==> src/waveform_pulse_timing_and_charge_macros.svh <==
// Assertion macros for the pulse timing and charge block.
// Included by the top level; no other dependencies.
`ifndef WAVEFORM_PULSE_TIMING_AND_CHARGE_MACROS_SVH
`define WAVEFORM_PULSE_TIMING_AND_CHARGE_MACROS_SVH
`ifndef SYNTHESIS
`define WPTC_ASSERT_IMP(lbl, clk, rst, a, b) \
   lbl: assert property (@(posedge clk) disable iff (rst) (a) |-> (b)) \
      else $error("assertion failed");
`define WPTC_ASSERT_NXT(lbl, clk, rst, a, b) \
   lbl: assert property (@(posedge clk) disable iff (rst) (a) |=> (b)) \
      else $error("assertion failed");
`else
`define WPTC_ASSERT_IMP(lbl, clk, rst, a, b)
`define WPTC_ASSERT_NXT(lbl, clk, rst, a, b)
`endif
`endif

==> src/wptc_pkg.sv <==
// Shared types and constants for the pulse timing and charge block.
// No dependencies.
package wptc_pkg;
   localparam int TIME_W   = 32;
   localparam int SAMPLE_W = 16;
   localparam int IDX_W    = 13;
   localparam int CNT_OUT_W = 3;
   localparam int CHARGE_W = 48;
   localparam int CSR_IDX_W = 2;

   localparam logic [CSR_IDX_W-1:0] CSR_LASER_THR  = 2'd0;
   localparam logic [CSR_IDX_W-1:0] CSR_PMT_THR    = 2'd1;
   localparam logic [CSR_IDX_W-1:0] CSR_PULSE_SEL  = 2'd2;

   localparam logic signed [SAMPLE_W-1:0] LASER_THR_RST = 16'sd4000;
   localparam logic signed [SAMPLE_W-1:0] PMT_THR_RST   = -16'sd60;
   localparam logic [2:0] PULSE_SEL_RST = 3'd1;

   localparam logic [1:0] STATUS_OK    = 2'd0;
   localparam logic [1:0] STATUS_START = 2'd1;
   localparam logic [1:0] STATUS_END   = 2'd2;

   typedef enum logic [3:0] {
      BK_IDLE, BK_LEFT_RD, BK_LEFT_CHK, BK_RIGHT_RD, BK_RIGHT_CHK,
      BK_INT_RD, BK_INT_CHK, BK_FLUSH, BK_OUT
   } back_state_type;

   typedef struct packed {
      logic [TIME_W-1:0]          laser_peak_time;
      logic [CNT_OUT_W-1:0]       laser_pulse_count;
      logic                       laser_missing;
      logic [IDX_W-1:0]           pmt_peak_index;
      logic signed [SAMPLE_W-1:0] pmt_peak_value;
      logic [IDX_W-1:0]           pmt_start_index;
      logic [IDX_W-1:0]           pmt_end_index;
      logic signed [CHARGE_W-1:0] charge;
      logic [1:0]                 pmt_status;
   } result_type;
endpackage

==> src/wptc_back.sv <==
// Back end: span walk around the pmt minimum and charge integration.
// Depends on wptc_pkg; reads both sample stores through registered ports.
module wptc_back
   import wptc_pkg::*;
#(
   parameter int RECORD_DEPTH = 8192,
   parameter int MAX_PULSES   = 5,
   localparam int AW  = $clog2(RECORD_DEPTH),
   localparam int CW  = $clog2(RECORD_DEPTH + 1),
   localparam int PCW = $clog2(MAX_PULSES + 1),
   localparam int JW  = CW + AW + SAMPLE_W + PCW + 1 + TIME_W
) (
   input  logic                       clock,
   input  logic                       reset,
   input  logic                       job_valid,
   input  logic [JW-1:0]              job_data,
   output logic                       job_pop,
   input  logic signed [SAMPLE_W-1:0] pmt_thr,
   output logic [AW-1:0]              rd_addr,
   input  logic signed [SAMPLE_W-1:0] pmt_rd,
   input  logic [TIME_W-1:0]          time_rd,
   output logic                       busy,
   output logic                       rsp_valid,
   input  logic                       rsp_ready,
   output result_type                 rsp
);
   localparam int PW   = SAMPLE_W + TIME_W + 1;
   localparam int ACCW = PW + AW + 1;
   localparam logic signed [ACCW-1:0] QMAX =
      {{(ACCW - CHARGE_W + 1){1'b0}}, {(CHARGE_W - 1){1'b1}}};
   localparam logic signed [ACCW-1:0] QMIN = ~QMAX;

   back_state_type             state_ff, state_in;
   logic [CW-1:0]              n_ff, n_in;
   logic [AW-1:0]              peak_ff, peak_in;
   logic signed [SAMPLE_W-1:0] minv_ff, minv_in;
   logic [PCW-1:0]             pcount_ff, pcount_in;
   logic                       selv_ff, selv_in;
   logic [TIME_W-1:0]          selt_ff, selt_in;
   logic [AW-1:0]              start_ff, start_in;
   logic [AW-1:0]              end_ff, end_in;
   logic [AW-1:0]              k_ff, k_in;
   logic [1:0]                 status_ff, status_in;
   logic signed [SAMPLE_W-1:0] prevp_ff, prevp_in;
   logic [TIME_W-1:0]          prevt_ff, prevt_in;
   logic signed [PW-1:0]       prod_ff, prod_in;
   logic                       prodv_ff, prodv_in;
   logic signed [ACCW-1:0]     acc_ff, acc_in;
   logic                       rspv_ff, rspv_in;
   result_type                 rsp_ff, rsp_in;
   logic [TIME_W-1:0]          dt;
   logic signed [ACCW-1:0]     q;

   always_comb begin
      state_in  = state_ff;
      {n_in, peak_in, minv_in, pcount_in, selv_in, selt_in} =
         {n_ff, peak_ff, minv_ff, pcount_ff, selv_ff, selt_ff};
      start_in  = start_ff;
      end_in    = end_ff;
      k_in      = k_ff;
      status_in = status_ff;
      prevp_in  = prevp_ff;
      prevt_in  = prevt_ff;
      dt        = time_rd - prevt_ff;
      prod_in   = PW'(prevp_ff) * PW'($signed({1'b0, dt}));
      prodv_in  = 1'b0;
      acc_in    = prodv_ff ? acc_ff + ACCW'(prod_ff) : acc_ff;
      rspv_in   = rspv_ff && !rsp_ready;
      rsp_in    = rsp_ff;
      job_pop   = 1'b0;
      rd_addr   = start_ff;
      q         = acc_ff;
      if (acc_ff > QMAX) q = QMAX;
      if (acc_ff < QMIN) q = QMIN;
      case (state_ff)
         BK_IDLE: begin
            if (job_valid) begin
               job_pop = 1'b1;
               {n_in, peak_in, minv_in, pcount_in, selv_in, selt_in} = job_data;
               start_in  = job_data[JW-CW-1 -: AW];
               end_in    = job_data[JW-CW-1 -: AW];
               status_in = STATUS_OK;
               acc_in    = '0;
               state_in  = BK_LEFT_RD;
            end
         end
         BK_LEFT_RD: begin
            rd_addr  = start_ff;
            state_in = BK_LEFT_CHK;
         end
         BK_LEFT_CHK: begin
            state_in = BK_RIGHT_RD;
            if (pmt_rd < pmt_thr) begin
               if (start_ff == '0) begin
                  status_in = STATUS_START;
               end else begin
                  start_in = start_ff - 1'b1;
                  if (start_ff == AW'(1)) begin
                     status_in = STATUS_START;
                  end else begin
                     state_in = BK_LEFT_RD;
                  end
               end
            end
         end
         BK_RIGHT_RD: begin
            rd_addr  = end_ff;
            state_in = BK_RIGHT_CHK;
         end
         BK_RIGHT_CHK: begin
            k_in     = start_ff;
            state_in = BK_INT_RD;
            if (pmt_rd < pmt_thr) begin
               if (CW'(end_ff) + 1'b1 >= n_ff) begin
                  if (status_ff == STATUS_OK) status_in = STATUS_END;
               end else begin
                  end_in   = end_ff + 1'b1;
                  state_in = BK_RIGHT_RD;
               end
            end
         end
         BK_INT_RD: begin
            rd_addr  = k_ff;
            state_in = BK_INT_CHK;
         end
         BK_INT_CHK: begin
            prodv_in = (k_ff != start_ff);
            prevp_in = pmt_rd;
            prevt_in = time_rd;
            if (k_ff == end_ff) begin
               state_in = BK_FLUSH;
            end else begin
               k_in     = k_ff + 1'b1;
               state_in = BK_INT_RD;
            end
         end
         BK_FLUSH: begin
            state_in = BK_OUT;
         end
         BK_OUT: begin
            if (!rspv_ff || rsp_ready) begin
               rspv_in                   = 1'b1;
               rsp_in.laser_peak_time    = selv_ff ? selt_ff : '0;
               rsp_in.laser_pulse_count  = CNT_OUT_W'(pcount_ff);
               rsp_in.laser_missing      = !selv_ff;
               rsp_in.pmt_peak_index     = IDX_W'(peak_ff);
               rsp_in.pmt_peak_value     = minv_ff;
               rsp_in.pmt_start_index    = IDX_W'(start_ff);
               rsp_in.pmt_end_index      = IDX_W'(end_ff);
               rsp_in.charge             = q[CHARGE_W-1:0];
               rsp_in.pmt_status         = status_ff;
               state_in                  = BK_IDLE;
            end
         end
         default: state_in = BK_IDLE;
      endcase
   end

   always_ff @(posedge clock) begin
      if (reset) begin
         state_ff <= BK_IDLE;
         rspv_ff  <= 1'b0;
         prodv_ff <= 1'b0;
      end else begin
         state_ff <= state_in;
         rspv_ff  <= rspv_in;
         prodv_ff <= prodv_in;
      end
   end

   always_ff @(posedge clock) begin
      {n_ff, peak_ff, minv_ff, pcount_ff, selv_ff, selt_ff} <=
         {n_in, peak_in, minv_in, pcount_in, selv_in, selt_in};
      start_ff  <= start_in;
      end_ff    <= end_in;
      k_ff      <= k_in;
      status_ff <= status_in;
      prevp_ff  <= prevp_in;
      prevt_ff  <= prevt_in;
      prod_ff   <= prod_in;
      acc_ff    <= acc_in;
      rsp_ff    <= rsp_in;
   end

   assign busy      = (state_ff != BK_IDLE) && (state_ff != BK_OUT);
   assign rsp_valid = rspv_ff;
   assign rsp       = rsp_ff;
endmodule

==> config.mk <==
export PLATFORM = sky130hd
export DESIGN_NAME = wptc_back
export DESIGN_NICKNAME = d
export VERILOG_FILES = /design/src/waveform_pulse_timing_and_charge_macros.svh /design/src/wptc_pkg.sv /design/src/wptc_back.sv
export SDC_FILE = /design/constraint.sdc
export NUM_CORES = 2
export LEC_CHECK = 0
export BUFFER_PORTS_ARGS = -buffer_cell sky130_fd_sc_hd__buf_4
export CORE_UTILIZATION = 30
export DETAILED_ROUTE_END_ITERATION = 10
export PLACE_DENSITY_LB_ADDON = 0.15
export SETUP_SLACK_MARGIN = 0.1
export SYNTH_ARGS = -nofsm -noshare
export SYNTH_HDL_FRONTEND = slang
export SYNTH_SLANG_ARGS = --single-unit
==> constraint.sdc <==
create_clock -name clock -period 15.4 [get_ports clock]
set_input_delay 3.08 -clock clock [delete_from_list [all_inputs] [get_ports clock]]
set_output_delay 3.08 -clock clock [all_outputs]
set_load 0.01 [all_outputs]
# [Word level (Yosys, flattened, before mapping)]
# Index checks and enable logic that the tools add are counted.
[classes] add_sub_neg=6 n_mul=1 magnitude_cmp=4 eq_ne=22 n_mux=35 bitwise=1 n_reduce_logical=22
[op_table] cell="two-way mux 63 bit" count=3
[op_table] cell="one-hot mux 13 bit (2 select lines)" count=4
[op_table] cell="two-way mux 13 bit" count=6
[op_table] cell="adder 63 x 49 -> 63 bit" count=1
[op_table] cell="> comparator 63 x 48 -> 1 bit, second input constant" count=1
[op_table] cell="< comparator 63 x 48 -> 1 bit, second input constant" count=1
[op_table] cell="multiplier 16 x 33 -> 49 bit" count=1
[op_table] cell="two-way mux 48 bit" count=1
[op_table] cell="one-hot mux 4 bit (9 select lines)" count=1
[op_table] cell="subtractor 32 bit" count=1
[op_table] cell="adder 13 x 1 -> 13 bit, second input constant" count=2
[op_table] cell="two-way mux 2 bit" count=11
[op_table] cell="inequality test 2 bit, second input constant" count=9
[op_table] cell="equality test 4 x 3 -> 1 bit, second input constant" count=4
[op_table] cell="< comparator 16 bit" count=1
[op_table] cell="adder 13 x 1 -> 14 bit, second input constant" count=1
[op_table] cell=">= comparator 14 bit" count=1
[op_table] cell="equality test 13 x 1 -> 1 bit, second input constant" count=1
[op_table] cell="equality test 13 bit" count=1
[op_table] cell="zero test 13 bit" count=1
[op_table] cell="inequality test 13 bit" count=1
[op_table] cell="subtractor 13 x 1 -> 13 bit, second input constant" count=1
[op_table] cell="equality test 4 x 2 -> 1 bit, second input constant" count=2
[op_table] cell="two-way mux 4 bit" count=2
[op_table] cell="20 further kinds" count=33
[word_totals] ff_bits=427 out_inout_bits=157

# [Logic depth before layout (Yosys ltp)]
[depth] word_depth=5 depth_mapped=38

# [Worst setup path after synthesis]
# OpenSTA, ideal clock, no wires.
[synth_path] kind="input-to-reg" startpoint="in time_rd[0]" endpoint="reg prod_ff[48]" setup_ns=0.125 t_arrival_ns=10.804 setup_slack_ns=4.470 stages=36 cell_sequence="inv_1 > ha_1 > inv_1 > fa_1 > a211oi_1 > nor2_1 > a21oi_1 > a21oi_1 > a21oi_1 > nor2b_1 > o21ai_0 > a21oi_1 > xor2_1 > clkbuf_1 > nand2_1 > fa_1 > inv_1 > fa_1 > fa_1 > fa_1 > fa_1 > inv_1 > fa_1 > inv_1 > ha_1 > clkbuf_1 > nand4_1 > nor3_1 > a32oi_1 > nand2_1 > a21oi_1 > a21boi_2 > o311ai_2 > a31oi_1 > mux2i_1 > nor2_1"
[synth_between] elab_chain_len=2
[synth_rtl] element="from (decl)" line_no="wptc_back.sv:21" text="input logic [TIME_W-1:0] time_rd,"
[synth_rtl] element="subtractor 32 bit" line_no="wptc_back.sv:64" text="dt = time_rd - prevt_ff;"
[synth_rtl] element="multiplier 16 x 33 -> 49 bit" line_no="wptc_back.sv:65" text="prod_in = PW'(prevp_ff) * PW'($signed({1'b0, dt}));"
[synth_rtl] element="via prod_in[48]" line_no="wptc_back.sv:46" text="logic signed [PW-1:0] prod_ff, prod_in;"
[synth_rtl] element="to (signal assigned)" line_no="wptc_back.sv:180" text="prod_ff <= prod_in;"
[synth_rtl] element="to (decl)" line_no="wptc_back.sv:46"
# The timed path passes the listed nets, and every way through them passes these cells.
# A chain may end at the register's enable or synchronous reset.

# [Final worst setup path]
# Ends and elaborated chain as after synthesis.

==> summary.md <==
| Metric | Value |
|---|---|
| Run status | completed |
| IR drop worst, VDD | 0.000236 V |
| R2r startpoint | prevt_ff[0] |
| Number of stages on the worst hold path | 0 |
| Shortest clock period the worst path allows after layout | 11.50 ns |
| Reg-to-reg setup timing slack | 6.19 ns |
| Post-layout util | 34.9% |
| Gate count of the mapped netlist | 4001 |
| Critical-path cell with the highest stage delay | sky130_fd_sc_hd__xor2_2 |
| Initial antenna violation count | 0 |
| Fraction of layout instances using a drive strength above 1 | 11.8% |
| Global-route wire length before repair | 173000 µm |
| Pre-CTS worst setup slack | 3.18 ns |
| CTS max path bufs | 3 |
| Adder-cell share of the synthesized area | 30.7% |
| Final Hold Vio Count | 0 |
| Fraction of the mapped netlist area in simple logic gates | 15.6% |
| Cell area after placement | 43000 µm² |
| Number of register bits inferred by synthesis | 427 |
| Core Footprint | 128000 µm² |
| Starting density of the core | 30.3% |
| Leak Pwr | 20.4 nW |
| Count of cell types in the netlist | 92 |
| Net count after synthesis | 4848 |
| Post-CTS Resized | 0 |
| Category of the most critical setup path | in2reg |
| Initial DRC Count | 1505 |
| Post-synthesis compound-gate area fraction | 10.6% |
| Total via count after detailed routing | 28200 |
| Part of the Yosys area used for sequential elements | 30.0% |
| Type of destination of the critical path | flip-flop |
| Clock latency reported for the late side of the worst-skew pair | 0.66 ns |
| CTS root buf | sky130_fd_sc_hd__clkbuf_16 |
| CTS sink count | 427 |
| Hold EP | rsp[101] |
| Commonest cells after routing, fill and taps aside | sky130_fd_sc_hd__inv_1, sky130_fd_sc_hd__nand2_1, sky130_fd_sc_hd__fa_1 |
| Number of flops mapped to enable cells by yosys | 309 |
| Power density over the cells | 220 nW/µm² |
| Routed WL | 111000 µm |
| Height of the die | 362 µm |
| Cell type with the highest occurrence count on the critical path | sky130_fd_sc_hd__fa_1 |
| Setup skew after layout | 0.0297 ns |
| Number of setup buffers added after CTS | 0 |
| HPWL after detailed placement | 82900 µm |
| Data arrival, critical path | 12.01 ns |
| Kind of path behind the tightest hold check | reg2reg |
| Total global routing track utilization | 16.9% |
| Number of global-route vias before repair | 29300 |
| Total Nets Final | 5057 |
| Longest individual stage delay on the worst path | 0.73 ns |
| Remaining DRCs | 0 |
| Post-synth design cell area | 38800 µm² |
| Share of the clock period used by the worst path | 74.6% |
| Final weighted congestion of routability-driven global placement | 0.849 |
| Count of input and output buffers | 303 |
| Cell depth of the worst flop-to-flop path | 33 |
| Kind of start point of the critical path | primary input |
| Crit Path Max Fanout | 16 |
| Final setup viols | 0 |
| Die area | 131000 µm² |
| Area Overhead vs Synth | 15.3% |
| Wire per inst | 18.5 µm |
| Final instance area | 44700 µm² |
| TritonCTS clock tree | done |
| Total number of H-tree levels | 2 |
| Worst R2R End | prod_ff[48] |
| Pin count of the biggest net entering global routing | 63 |
| Endpoint required time on the critical path | 15.91 ns |
| Main combinational cell family by area after synthesis | adder cells |
| CTS Buf Count | 52 |
| Worst path setup slack after routing | 3.90 ns |
| Post-route antenna net violation count | 0 |
| Most common cell after layout, fill and taps aside | sky130_fd_sc_hd__inv_1 |
| GR Overflow Total | 0 |
| Peak Freq | 87.0 MHz |
| Count of hold-fix buffers inserted at cts | 0 |
| Yosys Warn Count | 0 |
| Proportion of synthesized area in mux cells | 1.16% |
| RSZ-0062 raised after global routing | no |
| Vias per cell | 4.72 |
| Floorplan die width | 362 µm |
| Worst Max-Slew Pin Slew | 1.15 ns |
| Final TNS setup | 0 ns |
| Worst-case headroom to the max-slew limit | 22.9% |
| Startpoint of the lowest-slack hold path | peak_ff[9] |
| Mean instance size in the synthesized netlist | 9.70 µm² |
| Number of optimization iterations in the first detailed-route pass | 8 |
| Final worst hold slack | 0.404 ns |
| Number of rows created at floorplan | 131 |
| Predominant post-synthesis flop cell | sky130_fd_sc_hd__edfxtp_1 |
| Area share of xor/xnor cells in the synthesized design | 3.93% |
| Share of async-settable or async-resettable flops after synthesis | 0% |
| Num ports | 304 |
| Clock transition at the registers of the reported paths | 0.06 ns |
| Max-slew violation count | 0 |
| Total of max-cap violations | 0 |
## critical path, delay by kind of cell
kind	cells	cell delay [ns]
fa+ha+maj	9	4.16
xor+xnor	1	0.73
compound gates	11	2.45
mux	1	0.18
simple gates	7	1.03
buf+inv	6	0.36
## worst max-delay path by stage
stage	from	to	slack (ns)
floorplan	time_rd[0]	prod_ff[48]	4.47
global placement	time_rd[0]	prod_ff[48]	3.29
detailed placement	time_rd[0]	prod_ff[48]	3.18
CTS	time_rd[0]	prod_ff[48]	3.86
global route	time_rd[0]	prod_ff[48]	3.34
finish	time_rd[0]	prod_ff[48]	3.90
## area by class of cell
class	count	area, µm²
Antenna cell	2	5.00
Clock buffer	68	1410
Clock inverter	29	293
Fill cell	13200	83300
Inverter	607	2280
Multi-Input combinational cell	2760	24200
Sequential cell	427	11600
Tap cell	1729	2160
Timing Repair Buffer	362	2720
## cell usage after synthesis, types with 7 or more instances
| master | instances | area [µm²] |
|---|---|---|
| sky130_fd_sc_hd__inv_1 | 605 | 2270 |
| sky130_fd_sc_hd__nand2_1 | 473 | 1780 |
| sky130_fd_sc_hd__fa_1 | 420 | 8410 |
| sky130_fd_sc_hd__edfxtp_1 | 309 | 9280 |
| sky130_fd_sc_hd__ha_1 | 280 | 3500 |
| sky130_fd_sc_hd__and2_1 | 224 | 1400 |
| sky130_fd_sc_hd__clkbuf_1 | 191 | 717 |
| sky130_fd_sc_hd__a21oi_1 | 170 | 851 |
| sky130_fd_sc_hd__nor2_1 | 159 | 597 |
| sky130_fd_sc_hd__a21o_1 | 139 | 1040 |
| sky130_fd_sc_hd__o21ai_0 | 120 | 601 |
| sky130_fd_sc_hd__dfxtp_1 | 118 | 2360 |
| sky130_fd_sc_hd__xnor2_1 | 112 | 981 |
| sky130_fd_sc_hd__xor2_1 | 62 | 543 |
| sky130_fd_sc_hd__nand3_1 | 60 | 300 |
| sky130_fd_sc_hd__nand4_1 | 51 | 319 |
| sky130_fd_sc_hd__mux2i_1 | 44 | 440 |
| sky130_fd_sc_hd__nand2b_1 | 36 | 225 |
| sky130_fd_sc_hd__nor3_1 | 34 | 170 |
| sky130_fd_sc_hd__nor4_1 | 32 | 200 |
| sky130_fd_sc_hd__and3_1 | 28 | 175 |
| sky130_fd_sc_hd__nor2b_1 | 28 | 175 |
| sky130_fd_sc_hd__o21bai_1 | 26 | 195 |
| sky130_fd_sc_hd__a31oi_1 | 22 | 138 |
| sky130_fd_sc_hd__a211oi_1 | 19 | 143 |
| sky130_fd_sc_hd__nor4b_1 | 16 | 140 |
| sky130_fd_sc_hd__and4_1 | 13 | 114 |
| sky130_fd_sc_hd__nand3b_1 | 13 | 97.6 |
| sky130_fd_sc_hd__o211ai_1 | 13 | 97.6 |
| sky130_fd_sc_hd__o21a_1 | 13 | 97.6 |
| sky130_fd_sc_hd__a22oi_1 | 11 | 82.6 |
| sky130_fd_sc_hd__o21ai_1 | 11 | 55.1 |
| sky130_fd_sc_hd__or3_1 | 10 | 62.6 |
| sky130_fd_sc_hd__a221oi_1 | 8 | 70.1 |
| sky130_fd_sc_hd__or4b_2 | 8 | 80.1 |
| sky130_fd_sc_hd__a221o_1 | 7 | 70.1 |
| sky130_fd_sc_hd__buf_2 | 7 | 35.0 |
| sky130_fd_sc_hd__or2_2 | 7 | 43.8 |
## sequential cells by signal, summed over array words and instances, names as in the netlist, 4 cells and up
register and cells:
rsp 141, acc_ff 63, state_ff 4, prevt_ff 32, k_ff 13, minv_ff 16, start_ff 13, peak_ff 13
prod_ff 49, n_ff 14, prevp_ff 16, selt_ff 32, end_ff 13
## through the flow
step	power, mW	std cells
after floorplan	6.79	4001
after global placement	8.69	5885
after detailed placement	8.67	5885
after CTS	9.97	5982
after global routing	10.9	5982
final	9.86	5984
## power breakdown
part / total (mW) / internal, mW / switching (mW) / leakage, nW
Sequential: 1.51 / 1.44 / 0.0675 / 3.82
Combinational: 7.12 / 2.94 / 4.18 / 15.8
Clock: 1.23 / 0.702 / 0.525 / 0.829
Total: 9.86 / 5.08 / 4.78 / 20.4
## kinds of logic after synthesis
logic type | count (synthesis)
fa+ha+maj | 700
compound gates | 629
simple gates | 1212
flops | 427
buf+inv | 814
xor+xnor | 174
mux | 45
## per-layer routing
metal | global-route usage, % | part of all wire, %
met5 | 0 | 0
met2 | 26.9 | 44
met1 | 24.2 | 48
met3 | 2.70 | 5.3
met4 | 3.38 | 1.9
No activity file was read; power rests on OpenSTA's default activity.
