[src/waveform_pulse_timing_and_charge_macros.svh]
// Assertion macros for the pulse timing and charge block.
// Included by the top level; no other dependencies.
`ifndef WAVEFORM_PULSE_TIMING_AND_CHARGE_MACROS_SVH
`define WAVEFORM_PULSE_TIMING_AND_CHARGE_MACROS_SVH
`ifndef SYNTHESIS
`define WPTC_ASSERT_IMP(lbl, clk, rst, a, b) \
   lbl: assert property (@(posedge clk) disable iff (rst) (a) |-> (b)) \
      else $error("assertion failed");
`define WPTC_ASSERT_NXT(lbl, clk, rst, a, b) \
   lbl: assert property (@(posedge clk) disable iff (rst) (a) |=> (b)) \
      else $error("assertion failed");
`else
`define WPTC_ASSERT_IMP(lbl, clk, rst, a, b)
`define WPTC_ASSERT_NXT(lbl, clk, rst, a, b)
`endif
`endif

[src/wptc_queue.sv]
// Two-entry job queue between the sample front end and the record back end.
// No dependencies.
module wptc_queue #(
   parameter int WIDTH = 64
) (
   input  logic             clock,
   input  logic             reset,
   input  logic             push,
   input  logic [WIDTH-1:0] push_data,
   input  logic             pop,
   output logic [WIDTH-1:0] pop_data,
   output logic             not_empty
);
   logic [WIDTH-1:0] entry_ff [2];
   logic             wr_ptr_ff, wr_ptr_in;
   logic             rd_ptr_ff, rd_ptr_in;
   logic [1:0]       fill_ff, fill_in;

   always_comb begin
      wr_ptr_in = wr_ptr_ff ^ push;
      rd_ptr_in = rd_ptr_ff ^ pop;
      fill_in   = fill_ff + {1'b0, push} - {1'b0, pop};
   end

   always_ff @(posedge clock) begin
      if (reset) begin
         wr_ptr_ff <= 1'b0;
         rd_ptr_ff <= 1'b0;
         fill_ff   <= 2'd0;
      end else begin
         wr_ptr_ff <= wr_ptr_in;
         rd_ptr_ff <= rd_ptr_in;
         fill_ff   <= fill_in;
      end
   end

   always_ff @(posedge clock) begin
      if (push) begin
         entry_ff[wr_ptr_ff] <= push_data;
      end
   end

   assign pop_data  = entry_ff[rd_ptr_ff];
   assign not_empty = (fill_ff != 2'd0);
endmodule

[config.mk]
export PLATFORM = sky130hd
export DESIGN_NAME = wptc_queue
export DESIGN_NICKNAME = d
export VERILOG_FILES = /design/src/waveform_pulse_timing_and_charge_macros.svh /design/src/wptc_queue.sv
export SDC_FILE = /design/constraint.sdc
export NUM_CORES = 1
export LEC_CHECK = 0
export BUFFER_PORTS_ARGS = -buffer_cell sky130_fd_sc_hd__buf_4
export CAP_MARGIN = 20
export CELL_PAD_IN_SITES_DETAIL_PLACEMENT = 2
export CELL_PAD_IN_SITES_GLOBAL_PLACEMENT = 2
export CORE_UTILIZATION = 41
export CTS_BUF_LIST = sky130_fd_sc_hd__clkbuf_4 sky130_fd_sc_hd__clkbuf_8 sky130_fd_sc_hd__clkbuf_16
export DETAILED_ROUTE_END_ITERATION = 10
export PLACE_DENSITY_LB_ADDON = 0.1
export SYNTH_ARGS = -nofsm -noshare
export SYNTH_HDL_FRONTEND = slang
export SYNTH_SLANG_ARGS = --single-unit
[constraint.sdc]
create_clock -name clock -period 6.2 [get_ports clock]
set_input_delay 0.31 -clock clock [delete_from_list [all_inputs] [get_ports clock]]
set_output_delay 0.31 -clock clock [all_outputs]
set_load 0.02 [all_outputs]
Yosys cells after proc, flatten, opt, wreduce, memory -nomap -nowiden
Memory sizes are Yosys's and may differ from the RTL's. A register that Yosys moved wholly into a read port is not among the register bits.
Cells that the tools add are included.
{"block": "classes", "addsub": 2, "muxes": 3, "n_bitwise": 2, "reduce_logical": 1}
{"op": "two-way mux 1 bit", "n": 3}
{"op": "adder 2 x 1 -> 2 bit", "n": 1}
{"op": "nonzero test 2 bit", "n": 1}
{"op": "subtractor 2 x 1 -> 2 bit", "n": 1}
{"op": "XOR 1 bit", "n": 2}
{"block": "totals", "regBits": 4, "ramBits": 128, "input_bits": 68, "out_inout_bits": 65, "wordCells": 12, "mem_count": 1}
{"name": "entry_ff", "words": 2, "width": 64, "rd": 1, "rd_ports_with_merged_regs": 1, "wr": 1, "line": "wptc_queue.sv:14", "source": "logic [WIDTH-1:0] entry_ff [2];"}

Depth between registers and ports, before layout
Gate-level depths: netlist of run 1.
{"block": "depth", "word_depth": 2, "depth_mapped": 6}

Least setup slack after synthesis of run 1
Ideal clock, no wire load.
{"block": "synth_timing", "path_type": "flip-flop to flip-flop", "startpoint": "reg wr_ptr_ff", "endpoint": "mem entry_ff[0][0] (enable)", "setup_ns": 0.429, "arrival_ns": 1.890, "t_required_ns": 5.771, "path_slack_ns": 3.881, "stages_incl_launch_ff": 3, "n_path_buf": 0, "cell_sequence": "dfxtp_1 inv_1 ha_1"}
{"item": "from (decl)", "line": "wptc_queue.sv:15", "source": "logic wr_ptr_ff, wr_ptr_in;"}
{"item": "from (signal assigned)", "line": "wptc_queue.sv:31", "source": "wr_ptr_ff <= wr_ptr_in;"}
{"item": "to (decl)", "line": "wptc_queue.sv:14"}
Straight into the memory's write port.

==> results of run 1 <==
-- per-layer routing --
| layer | up-vias | share of wire, % |
|---|---|---|
| li1 | 1144 | - |
| met5 | - | 0 |
| met3 | 20 | 5.5 |
| met1 | 1243 | 38 |
| met4 | 0 | 2.8 |
| met2 | 85 | 54 |
-- cells by family after synthesis --
family                     count (synthesis)  synth area share (%)
buffers and inverters                     10                  1.67
DFF                                      132                  78.1
and+or+nand+nor                            5                 0.474
adders and majority gates                  4                 0.997
xor gates and xnor gates                   2                 0.623
muxes                                     64                  18.1
-- synthesized netlist by cell type --
library cell	number
sky130_fd_sc_hd__nor2b_1	1
sky130_fd_sc_hd__nor2_1	3
sky130_fd_sc_hd__xnor3_1	1
sky130_fd_sc_hd__buf_2	1
sky130_fd_sc_hd__mux2_4	50
sky130_fd_sc_hd__ha_1	4
sky130_fd_sc_hd__or2_2	1
sky130_fd_sc_hd__dfxtp_1	4
sky130_fd_sc_hd__buf_6	6
sky130_fd_sc_hd__mux2_2	14
sky130_fd_sc_hd__xnor2_1	1
sky130_fd_sc_hd__inv_1	3
sky130_fd_sc_hd__edfxtp_1	128
-- state kept, by name, summed over array words and instances (netlist names) --
signal,count
wr_ptr_ff,1
fill_ff,2
entry_ff,128
rd_ptr_ff,1
-- cell usage in the layout (no fill, tap or decap), types with 3 or more instances in the layout --
cell type and instances:
sky130_fd_sc_hd__clkinv_2 5, sky130_fd_sc_hd__clkinv_1 4, sky130_fd_sc_hd__clkbuf_4 5, sky130_fd_sc_hd__dfxtp_1 3
sky130_fd_sc_hd__inv_1 3, sky130_fd_sc_hd__buf_4 133, sky130_fd_sc_hd__mux2_2 14, sky130_fd_sc_hd__clkbuf_16 17
sky130_fd_sc_hd__nor2_1 3, sky130_fd_sc_hd__mux2_4 50, sky130_fd_sc_hd__edfxtp_1 128
-- worst paths after layout --
path,to,slack [ns]
setup / recovery,pop_data[63],3.55
hold / removal,entry_ff[1][49],0.08
setup reg to reg,entry_ff[0][9],4.62
hold reg to reg,wr_ptr_ff,0.62
-- power breakdown --
group          switching [µW]  internal (µW)  total (µW)
clock network             339            519         858
logic                     158            166         324
registers                24.2           1040        1070
total                     521           1730        2250
-- cell type report --
type                            instances  share of cell area (%)
Sequential cell                       132                    58.9
Clock buffer                           22                    6.95
Multi-Input combinational cell         75                    15.6
Tap cell                              147                    2.76
Inverter                                3                   0.169
Clock inverter                          9                   0.601
Timing Repair Buffer                  133                    15.0
-- metrics by stage --
step	hold slack (ns)	worst slack (ns)
final	0.0810	3.55
after global routing	0.0628	3.44
after CTS	0.0631	3.50
after detailed placement	0.498	3.96
after global placement	0.495	3.98
after floorplan	0.377	3.88
==> metrics.txt, run 1 <==
# TYPE chip_impl_metric gauge
chip_impl_metric{name="cts.repair.resized",unit=""} 0
chip_impl_metric{name="finalSetupTns",unit="ns"} 0
chip_impl_metric{name="p_total",unit="µW"} 2250
chip_impl_info{name="category_of_the_worst_setup_path_capture_point",value="output pin"} 1
chip_impl_metric{name="floorplan.die_area",unit="µm²"} 12700
chip_impl_metric{name="routed_wire_length",unit="µm"} 10900
chip_impl_info{name="timing.critical_path.cells",value="buf_4, mux2_2, buf_4"} 1
chip_impl_info{name="busiest_layer",value="met2"} 1
chip_impl_metric{name="multiInputGateArea",unit="µm²"} 1040
chip_impl_metric{name="placed_inst_area",unit="µm²"} 6160
chip_impl_info{name="synth_top_cell_by_area",value="sky130_fd_sc_hd__edfxtp_1"} 1
chip_impl_metric{name="postSynthCellCount",unit=""} 217
chip_impl_metric{name="finalSetupViolations",unit=""} 0
chip_impl_info{name="synth.top_cells.by_area",value="sky130_fd_sc_hd__edfxtp_1 77%, sky130_fd_sc_hd__mux2_4 15%, sky130_fd_sc_hd__mux2_2 3.1%"} 1
chip_impl_metric{name="antenna_fix_cells",unit=""} 0
chip_impl_info{name="cts_root_buffer_type",value="sky130_fd_sc_hd__clkbuf_16"} 1
chip_impl_metric{name="die_height",unit="µm"} 113
chip_impl_metric{name="worst_slew_pin_slew",unit="ns"} 0.936
chip_impl_metric{name="synth_cell_type_count",unit=""} 13
chip_impl_metric{name="postLayoutCellArea",unit="µm²"} 6660
chip_impl_metric{name="dr_iter_0_viols",unit=""} 170
chip_impl_metric{name="antenna_left",unit=""} 0
chip_impl_metric{name="final_period_utilization",unit="%"} 42.8
chip_impl_metric{name="grt_usage",unit="%"} 18.4
chip_impl_metric{name="number_of_top_level_pins",unit=""} 133
chip_impl_metric{name="fin_skew",unit="ns"} 0.00657
chip_impl_info{name="crit_path_start_kind",value="flip-flop"} 1
chip_impl_metric{name="final_core_util",unit="%"} 55.7
chip_impl_metric{name="cts_max_path_buffers",unit=""} 2
chip_impl_metric{name="cts-buffers-inserted",unit=""} 17
chip_impl_metric{name="synth_nets",unit=""} 289
chip_impl_metric{name="power.density_cell_area",unit="nW/µm²"} 338
chip_impl_metric{name="number_of_antenna_violations_at_the_first_check_in_global_routing",unit=""} 0
chip_impl_metric{name="detail_route.drc_violations",unit=""} 0
chip_impl_metric{name="grt_remaining_overflow",unit=""} 0
chip_impl_metric{name="synth.yosys.warnings",unit=""} 0
chip_impl_metric{name="insertion_delay",unit="ns"} 0.41
chip_impl_metric{name="post_cts.repair.setup_buffers",unit=""} 0
chip_impl_info{name="r2r-start",value="wr_ptr_ff"} 1
chip_impl_info{name="outcome",value="finished clean"} 1
chip_impl_metric{name="sequential_area_share_after_synthesis",unit="%"} 78.1
chip_impl_metric{name="max_frequency",unit="GHz"} 0.377
chip_impl_info{name="path_common_cell",value="sky130_fd_sc_hd__buf_4"} 1
chip_impl_info{name="cts_tree",value="done"} 1
chip_impl_metric{name="die_width",unit="µm"} 113
chip_impl_info{name="critical_path.top_delay_family",value="buffers and inverters"} 1
chip_impl_info{name="grt_setup_unrepaired",value="no"} 1
chip_impl_metric{name="critPathBufInv",unit=""} 2
chip_impl_metric{name="post-route-min-period",unit="ns"} 2.65
chip_impl_info{name="worstHoldPathType",value="in2reg"} 1
chip_impl_metric{name="critical_path_peak_fanout",unit=""} 45
chip_impl_metric{name="drt-pass1-iter-count",unit=""} 4
chip_impl_metric{name="clock-sinks",unit=""} 132
chip_impl_metric{name="post-synth-top-area-fraction",unit="%"} 76.6
chip_impl_metric{name="cts_hold_buffers",unit=""} 0
chip_impl_metric{name="reg2reg_depth",unit=""} 2
chip_impl_metric{name="groute.layer.met2.usage",unit="%"} 32.1
chip_impl_metric{name="grt_first_pass_wirelength",unit="µm"} 16500
chip_impl_metric{name="sequential_area",unit="µm²"} 3930
chip_impl_metric{name="num_rows",unit=""} 40
chip_impl_metric{name="globalRouteMet3Util",unit="%"} 5.72
chip_impl_metric{name="p_leak",unit="µW"} 0.00263
chip_impl_info{name="slowest_stage",value="sky130_fd_sc_hd__buf_4"} 1
chip_impl_metric{name="via_count",unit=""} 2492
chip_impl_metric{name="dp.final_hpwl",unit="µm"} 6640
chip_impl_metric{name="gr-usage-met1",unit="%"} 19.7
chip_impl_metric{name="post_route_cells_drive_above_1_share",unit="%"} 61.0
chip_impl_metric{name="finalHoldViolCount",unit=""} 0
chip_impl_metric{name="detail_route.wl_per_cell",unit="µm"} 20.9
chip_impl_metric{name="start_util",unit="%"} 42.0
chip_impl_metric{name="numPlacedInstances",unit=""} 490
chip_impl_info{name="crit_type",value="reg2out"} 1
chip_impl_metric{name="syn-mean-instance-area",unit="µm²"} 23.1
chip_impl_metric{name="number_of_nets_at_the_end_of_the_flow",unit=""} 434
chip_impl_metric{name="critical_path_depth",unit=""} 3
chip_impl_metric{name="irDropWorstVdd",unit="mV"} 0.224
chip_impl_metric{name="port-buffer-count",unit=""} 132
chip_impl_metric{name="cp_data_required_time",unit="ns"} 5.89
chip_impl_metric{name="count_of_non_filler_cells_in_the_finished_layout",unit=""} 521
chip_impl_metric{name="critical-path-max-stage-delay",unit="ns"} 0.72
chip_impl_metric{name="global_placer_s_final_weighted_congestion",unit=""} 0.646
chip_impl_metric{name="drt-vias-per-instance",unit=""} 4.78
chip_impl_metric{name="number_of_max_capacitance_violations_reported",unit=""} 0
chip_impl_metric{name="synth_seq_cells",unit=""} 132
chip_impl_info{name="worstSetupStartpoint",value="rd_ptr_ff"} 1
chip_impl_metric{name="final_count_of_pins_violating_max_slew",unit=""} 0
chip_impl_metric{name="layout.filler_cells",unit=""} 1025
chip_impl_metric{name="core_area",unit="µm²"} 12000
chip_impl_metric{name="grt_start_max_net_pins",unit=""} 65
chip_impl_metric{name="slew-limit-headroom",unit="%"} 37.6
chip_impl_metric{name="htreeDepth",unit=""} 4
chip_impl_metric{name="grt_pass1_vias",unit=""} 2859
chip_impl_metric{name="clk_pin_slew",unit="ns"} 0.06
chip_impl_metric{name="worstPathArrival",unit="ns"} 2.34
chip_impl_metric{name="layout_area_overhead",unit="%"} 32.7
chip_impl_metric{name="synth_area",unit="µm²"} 5020
chip_impl_metric{name="hold_path_depth",unit=""} 1
chip_impl_info{name="holdCritStartpoint",value="push_data[49]"} 1
Note: power is estimated with default switching activity, not from simulation.
==> run 2, diff against run 1 <==
--- a/config.mk
+++ b/config.mk
@@ -9,7 +9,7 @@
 export CAP_MARGIN = 20
 export CELL_PAD_IN_SITES_DETAIL_PLACEMENT = 2
 export CELL_PAD_IN_SITES_GLOBAL_PLACEMENT = 2
-export CORE_UTILIZATION = 41
+export CORE_UTILIZATION = 39
 export CTS_BUF_LIST = sky130_fd_sc_hd__clkbuf_4 sky130_fd_sc_hd__clkbuf_8 sky130_fd_sc_hd__clkbuf_16
 export DETAILED_ROUTE_END_ITERATION = 10
 export PLACE_DENSITY_LB_ADDON = 0.1
==> constraint.sdc (replaced) <==
create_clock -name clock -period 2.8 [get_ports clock]
set_input_delay 0.14 -clock clock [delete_from_list [all_inputs] [get_ports clock]]
set_output_delay 0.14 -clock clock [all_outputs]
set_load 0.02 [all_outputs]
==> metrics.txt, run 2 (synthesis gave the netlist of run 1 again) <==
# TYPE chip_impl_metric gauge
chip_impl_metric{name="max_frequency",unit="GHz"} 0.487
chip_impl_metric{name="grt_start_max_net_pins",unit=""} 33
chip_impl_metric{name="irDropWorstVdd",unit="mV"} 0.474
chip_impl_metric{name="cts_hold_buffers",unit=""} 66
chip_impl_metric{name="power.density_cell_area",unit="nW/µm²"} 708
chip_impl_metric{name="number_of_max_capacitance_violations_reported",unit=""} 0
chip_impl_metric{name="final_count_of_pins_violating_max_slew",unit=""} 0
chip_impl_metric{name="antenna_fix_cells",unit=""} 0
chip_impl_metric{name="regToRegSetupSlack",unit="ns"} 1.11
chip_impl_metric{name="die_width",unit="µm"} 115
chip_impl_info{name="cts_tree",value="done"} 1
chip_impl_metric{name="postLayoutSetupSlackWorst",unit="ns"} 0.747
chip_impl_metric{name="grt_pass1_vias",unit=""} 3097
chip_impl_info{name="timing.critical_path.cells",value="buf_4, mux2_4, buf_4"} 1
chip_impl_metric{name="insertion_delay",unit="ns"} 0.41
chip_impl_info{name="category_of_the_worst_setup_path_capture_point",value="output pin"} 1
chip_impl_metric{name="grt_first_pass_wirelength",unit="µm"} 17900
chip_impl_metric{name="post-route-min-period",unit="ns"} 2.05
chip_impl_metric{name="finalHoldViolCount",unit=""} 0
chip_impl_metric{name="post_route_cells_drive_above_1_share",unit="%"} 53.1
chip_impl_info{name="grt_setup_unrepaired",value="no"} 1
chip_impl_metric{name="grt_remaining_overflow",unit=""} 0
chip_impl_metric{name="hold_path_depth",unit=""} 3
chip_impl_info{name="reg.largest.list",value="entry_ff x128, fill_ff x2"} 1
chip_impl_info{name="reg_with_most_ffs",value="entry_ff"} 1
chip_impl_info{name="cts_root_buffer_type",value="sky130_fd_sc_hd__clkbuf_16"} 1
chip_impl_metric{name="post_cts.repair.setup_buffers",unit=""} 0
chip_impl_metric{name="worstPathArrival",unit="ns"} 1.91
chip_impl_metric{name="critical_path_depth",unit=""} 3
chip_impl_metric{name="cts.repair.resized",unit=""} 0
chip_impl_metric{name="number_of_top_level_pins",unit=""} 133
chip_impl_metric{name="floorplan.die_area",unit="µm²"} 13300
chip_impl_metric{name="pre_cts_slack",unit="ns"} 1.10
chip_impl_metric{name="global_placer_s_final_weighted_congestion",unit=""} 0.663
chip_impl_info{name="worstSetupEndpoint",value="pop_data[32]"} 1
chip_impl_metric{name="detail_route.drc_violations",unit=""} 0
chip_impl_metric{name="dr_iter_0_viols",unit=""} 82
chip_impl_metric{name="cts_max_path_buffers",unit=""} 2
chip_impl_metric{name="fin_skew",unit="ns"} 0.00689
chip_impl_info{name="r2r-start",value="wr_ptr_ff"} 1
chip_impl_metric{name="critical_path_peak_fanout",unit=""} 25
chip_impl_metric{name="p_leak",unit="µW"} 0.00297
chip_impl_metric{name="detail_route.wl_per_cell",unit="µm"} 19.6
chip_impl_metric{name="die_height",unit="µm"} 115
chip_impl_metric{name="antenna_left",unit=""} 0
chip_impl_metric{name="dp.final_hpwl",unit="µm"} 7380
chip_impl_metric{name="final_core_util",unit="%"} 59.5
chip_impl_metric{name="clk_pin_slew",unit="ns"} 0.05
chip_impl_info{name="rr_endpoint",value="entry_ff[0][53]"} 1
chip_impl_info{name="path_common_cell",value="sky130_fd_sc_hd__buf_4"} 1
chip_impl_metric{name="via_count",unit=""} 2760
chip_impl_metric{name="number_of_antenna_violations_at_the_first_check_in_global_routing",unit=""} 0
chip_impl_metric{name="cts-buffers-inserted",unit=""} 17
chip_impl_metric{name="finalSetupViolations",unit=""} 0
chip_impl_metric{name="p_total",unit="µW"} 5300
chip_impl_metric{name="core_area",unit="µm²"} 12600
chip_impl_metric{name="drt-pass1-iter-count",unit=""} 4
chip_impl_info{name="mostFrequentLayoutCells",value="135 x sky130_fd_sc_hd__buf_4, 128 x sky130_fd_sc_hd__edfxtp_1, 66 x sky130_fd_sc_hd__dlygate4sd3_1, 50 x sky130_fd_sc_hd__mux2_4, 17 x sky130_fd_sc_hd__clkbuf_16"} 1
chip_impl_info{name="crit_path_start_kind",value="flip-flop"} 1
chip_impl_metric{name="number_of_nets_at_the_end_of_the_flow",unit=""} 505
chip_impl_metric{name="layout_area_overhead",unit="%"} 48.9
chip_impl_metric{name="port-buffer-count",unit=""} 132
chip_impl_info{name="outcome",value="finished clean"} 1
chip_impl_metric{name="critical-path-max-stage-delay",unit="ns"} 0.61
chip_impl_metric{name="cp_data_required_time",unit="ns"} 2.66
chip_impl_metric{name="num_rows",unit=""} 41
chip_impl_info{name="worstSetupStartpoint",value="rd_ptr_ff"} 1
chip_impl_metric{name="htreeDepth",unit=""} 4
chip_impl_metric{name="clock-sinks",unit=""} 132
chip_impl_info{name="crit_type",value="reg2out"} 1
chip_impl_metric{name="final_period_utilization",unit="%"} 73.3
chip_impl_metric{name="start_util",unit="%"} 40.0
chip_impl_metric{name="largest_register_ffs",unit=""} 128
chip_impl_info{name="worstHoldPathType",value="in2reg"} 1
chip_impl_metric{name="grt_usage",unit="%"} 19.1
chip_impl_metric{name="critPathBufInv",unit=""} 2
chip_impl_info{name="final_common_cell",value="sky130_fd_sc_hd__buf_4"} 1
chip_impl_info{name="slowest_stage",value="sky130_fd_sc_hd__dfxtp_4"} 1
chip_impl_info{name="critical_path.top_delay_family",value="flip-flops"} 1
chip_impl_metric{name="routed_wire_length",unit="µm"} 12100
chip_impl_metric{name="finalSetupTns",unit="ns"} 0
chip_impl_metric{name="slew-limit-headroom",unit="%"} 51.1
chip_impl_metric{name="drt-vias-per-instance",unit=""} 4.47
chip_impl_metric{name="reg2reg_depth",unit=""} 3
chip_impl_metric{name="worst_slew_pin_slew",unit="ns"} 0.734
-- run 2: worst min-delay path by stage --
stage | slack, ns | start | end
finish | 0.09 | push | wr_ptr_ff
global route | 0.11 | push | wr_ptr_ff
CTS | 0.07 | push | wr_ptr_ff
detailed placement | 0.33 | push_data[11] | entry_ff[1][11]
global placement | 0.33 | push_data[32] | entry_ff[0][32]
floorplan | 0.21 | reset | wr_ptr_ff
-- run 2: worst reg2reg max path, stage by stage (launching register included) --
cell                      delay [ns]
sky130_fd_sc_hd__dfxtp_1        0.33
sky130_fd_sc_hd__inv_1          0.06
sky130_fd_sc_hd__ha_2           0.65
sky130_fd_sc_hd__buf_12         0.32
-- run 2: area by class of cell --
type | count | area, µm²
Inverter | 3 | 11.3
Fill cell | 1080 | 5090
Timing Repair Buffer | 204 | 1730
Multi-Input combinational cell | 75 | 1020
Tap cell | 172 | 215
Clock inverter | 6 | 53.8
Sequential cell | 132 | 3930
Clock buffer | 26 | 518
-- run 2: report_power, final --
part | internal, µW | switching (µW)
combinational | 439 | 377
sequential | 2310 | 55.1
clock | 1350 | 760
total | 4100 | 1190
-- run 2: metal layers --
layer / wire length (µm) / track usage [%] / up-vias
met4: 201 / 8.05 / 0
li1: - / - / 1294
met2: 6660 / 35.5 / 77
met5: 0 / 0 / -
met3: 434 / 3.87 / 18
met1: 4830 / 21.3 / 1371
-- run 2: per-stage QoR --
step                      instances  hold slack (ns)  instance area (µm²)
final                           618           0.0939                 7480
after global routing            618            0.112                 7480
after CTS                       618           0.0726                 7480
after detailed placement        520            0.329                 6250
after global placement          520            0.326                 6250
after floorplan                 217            0.207                 5020
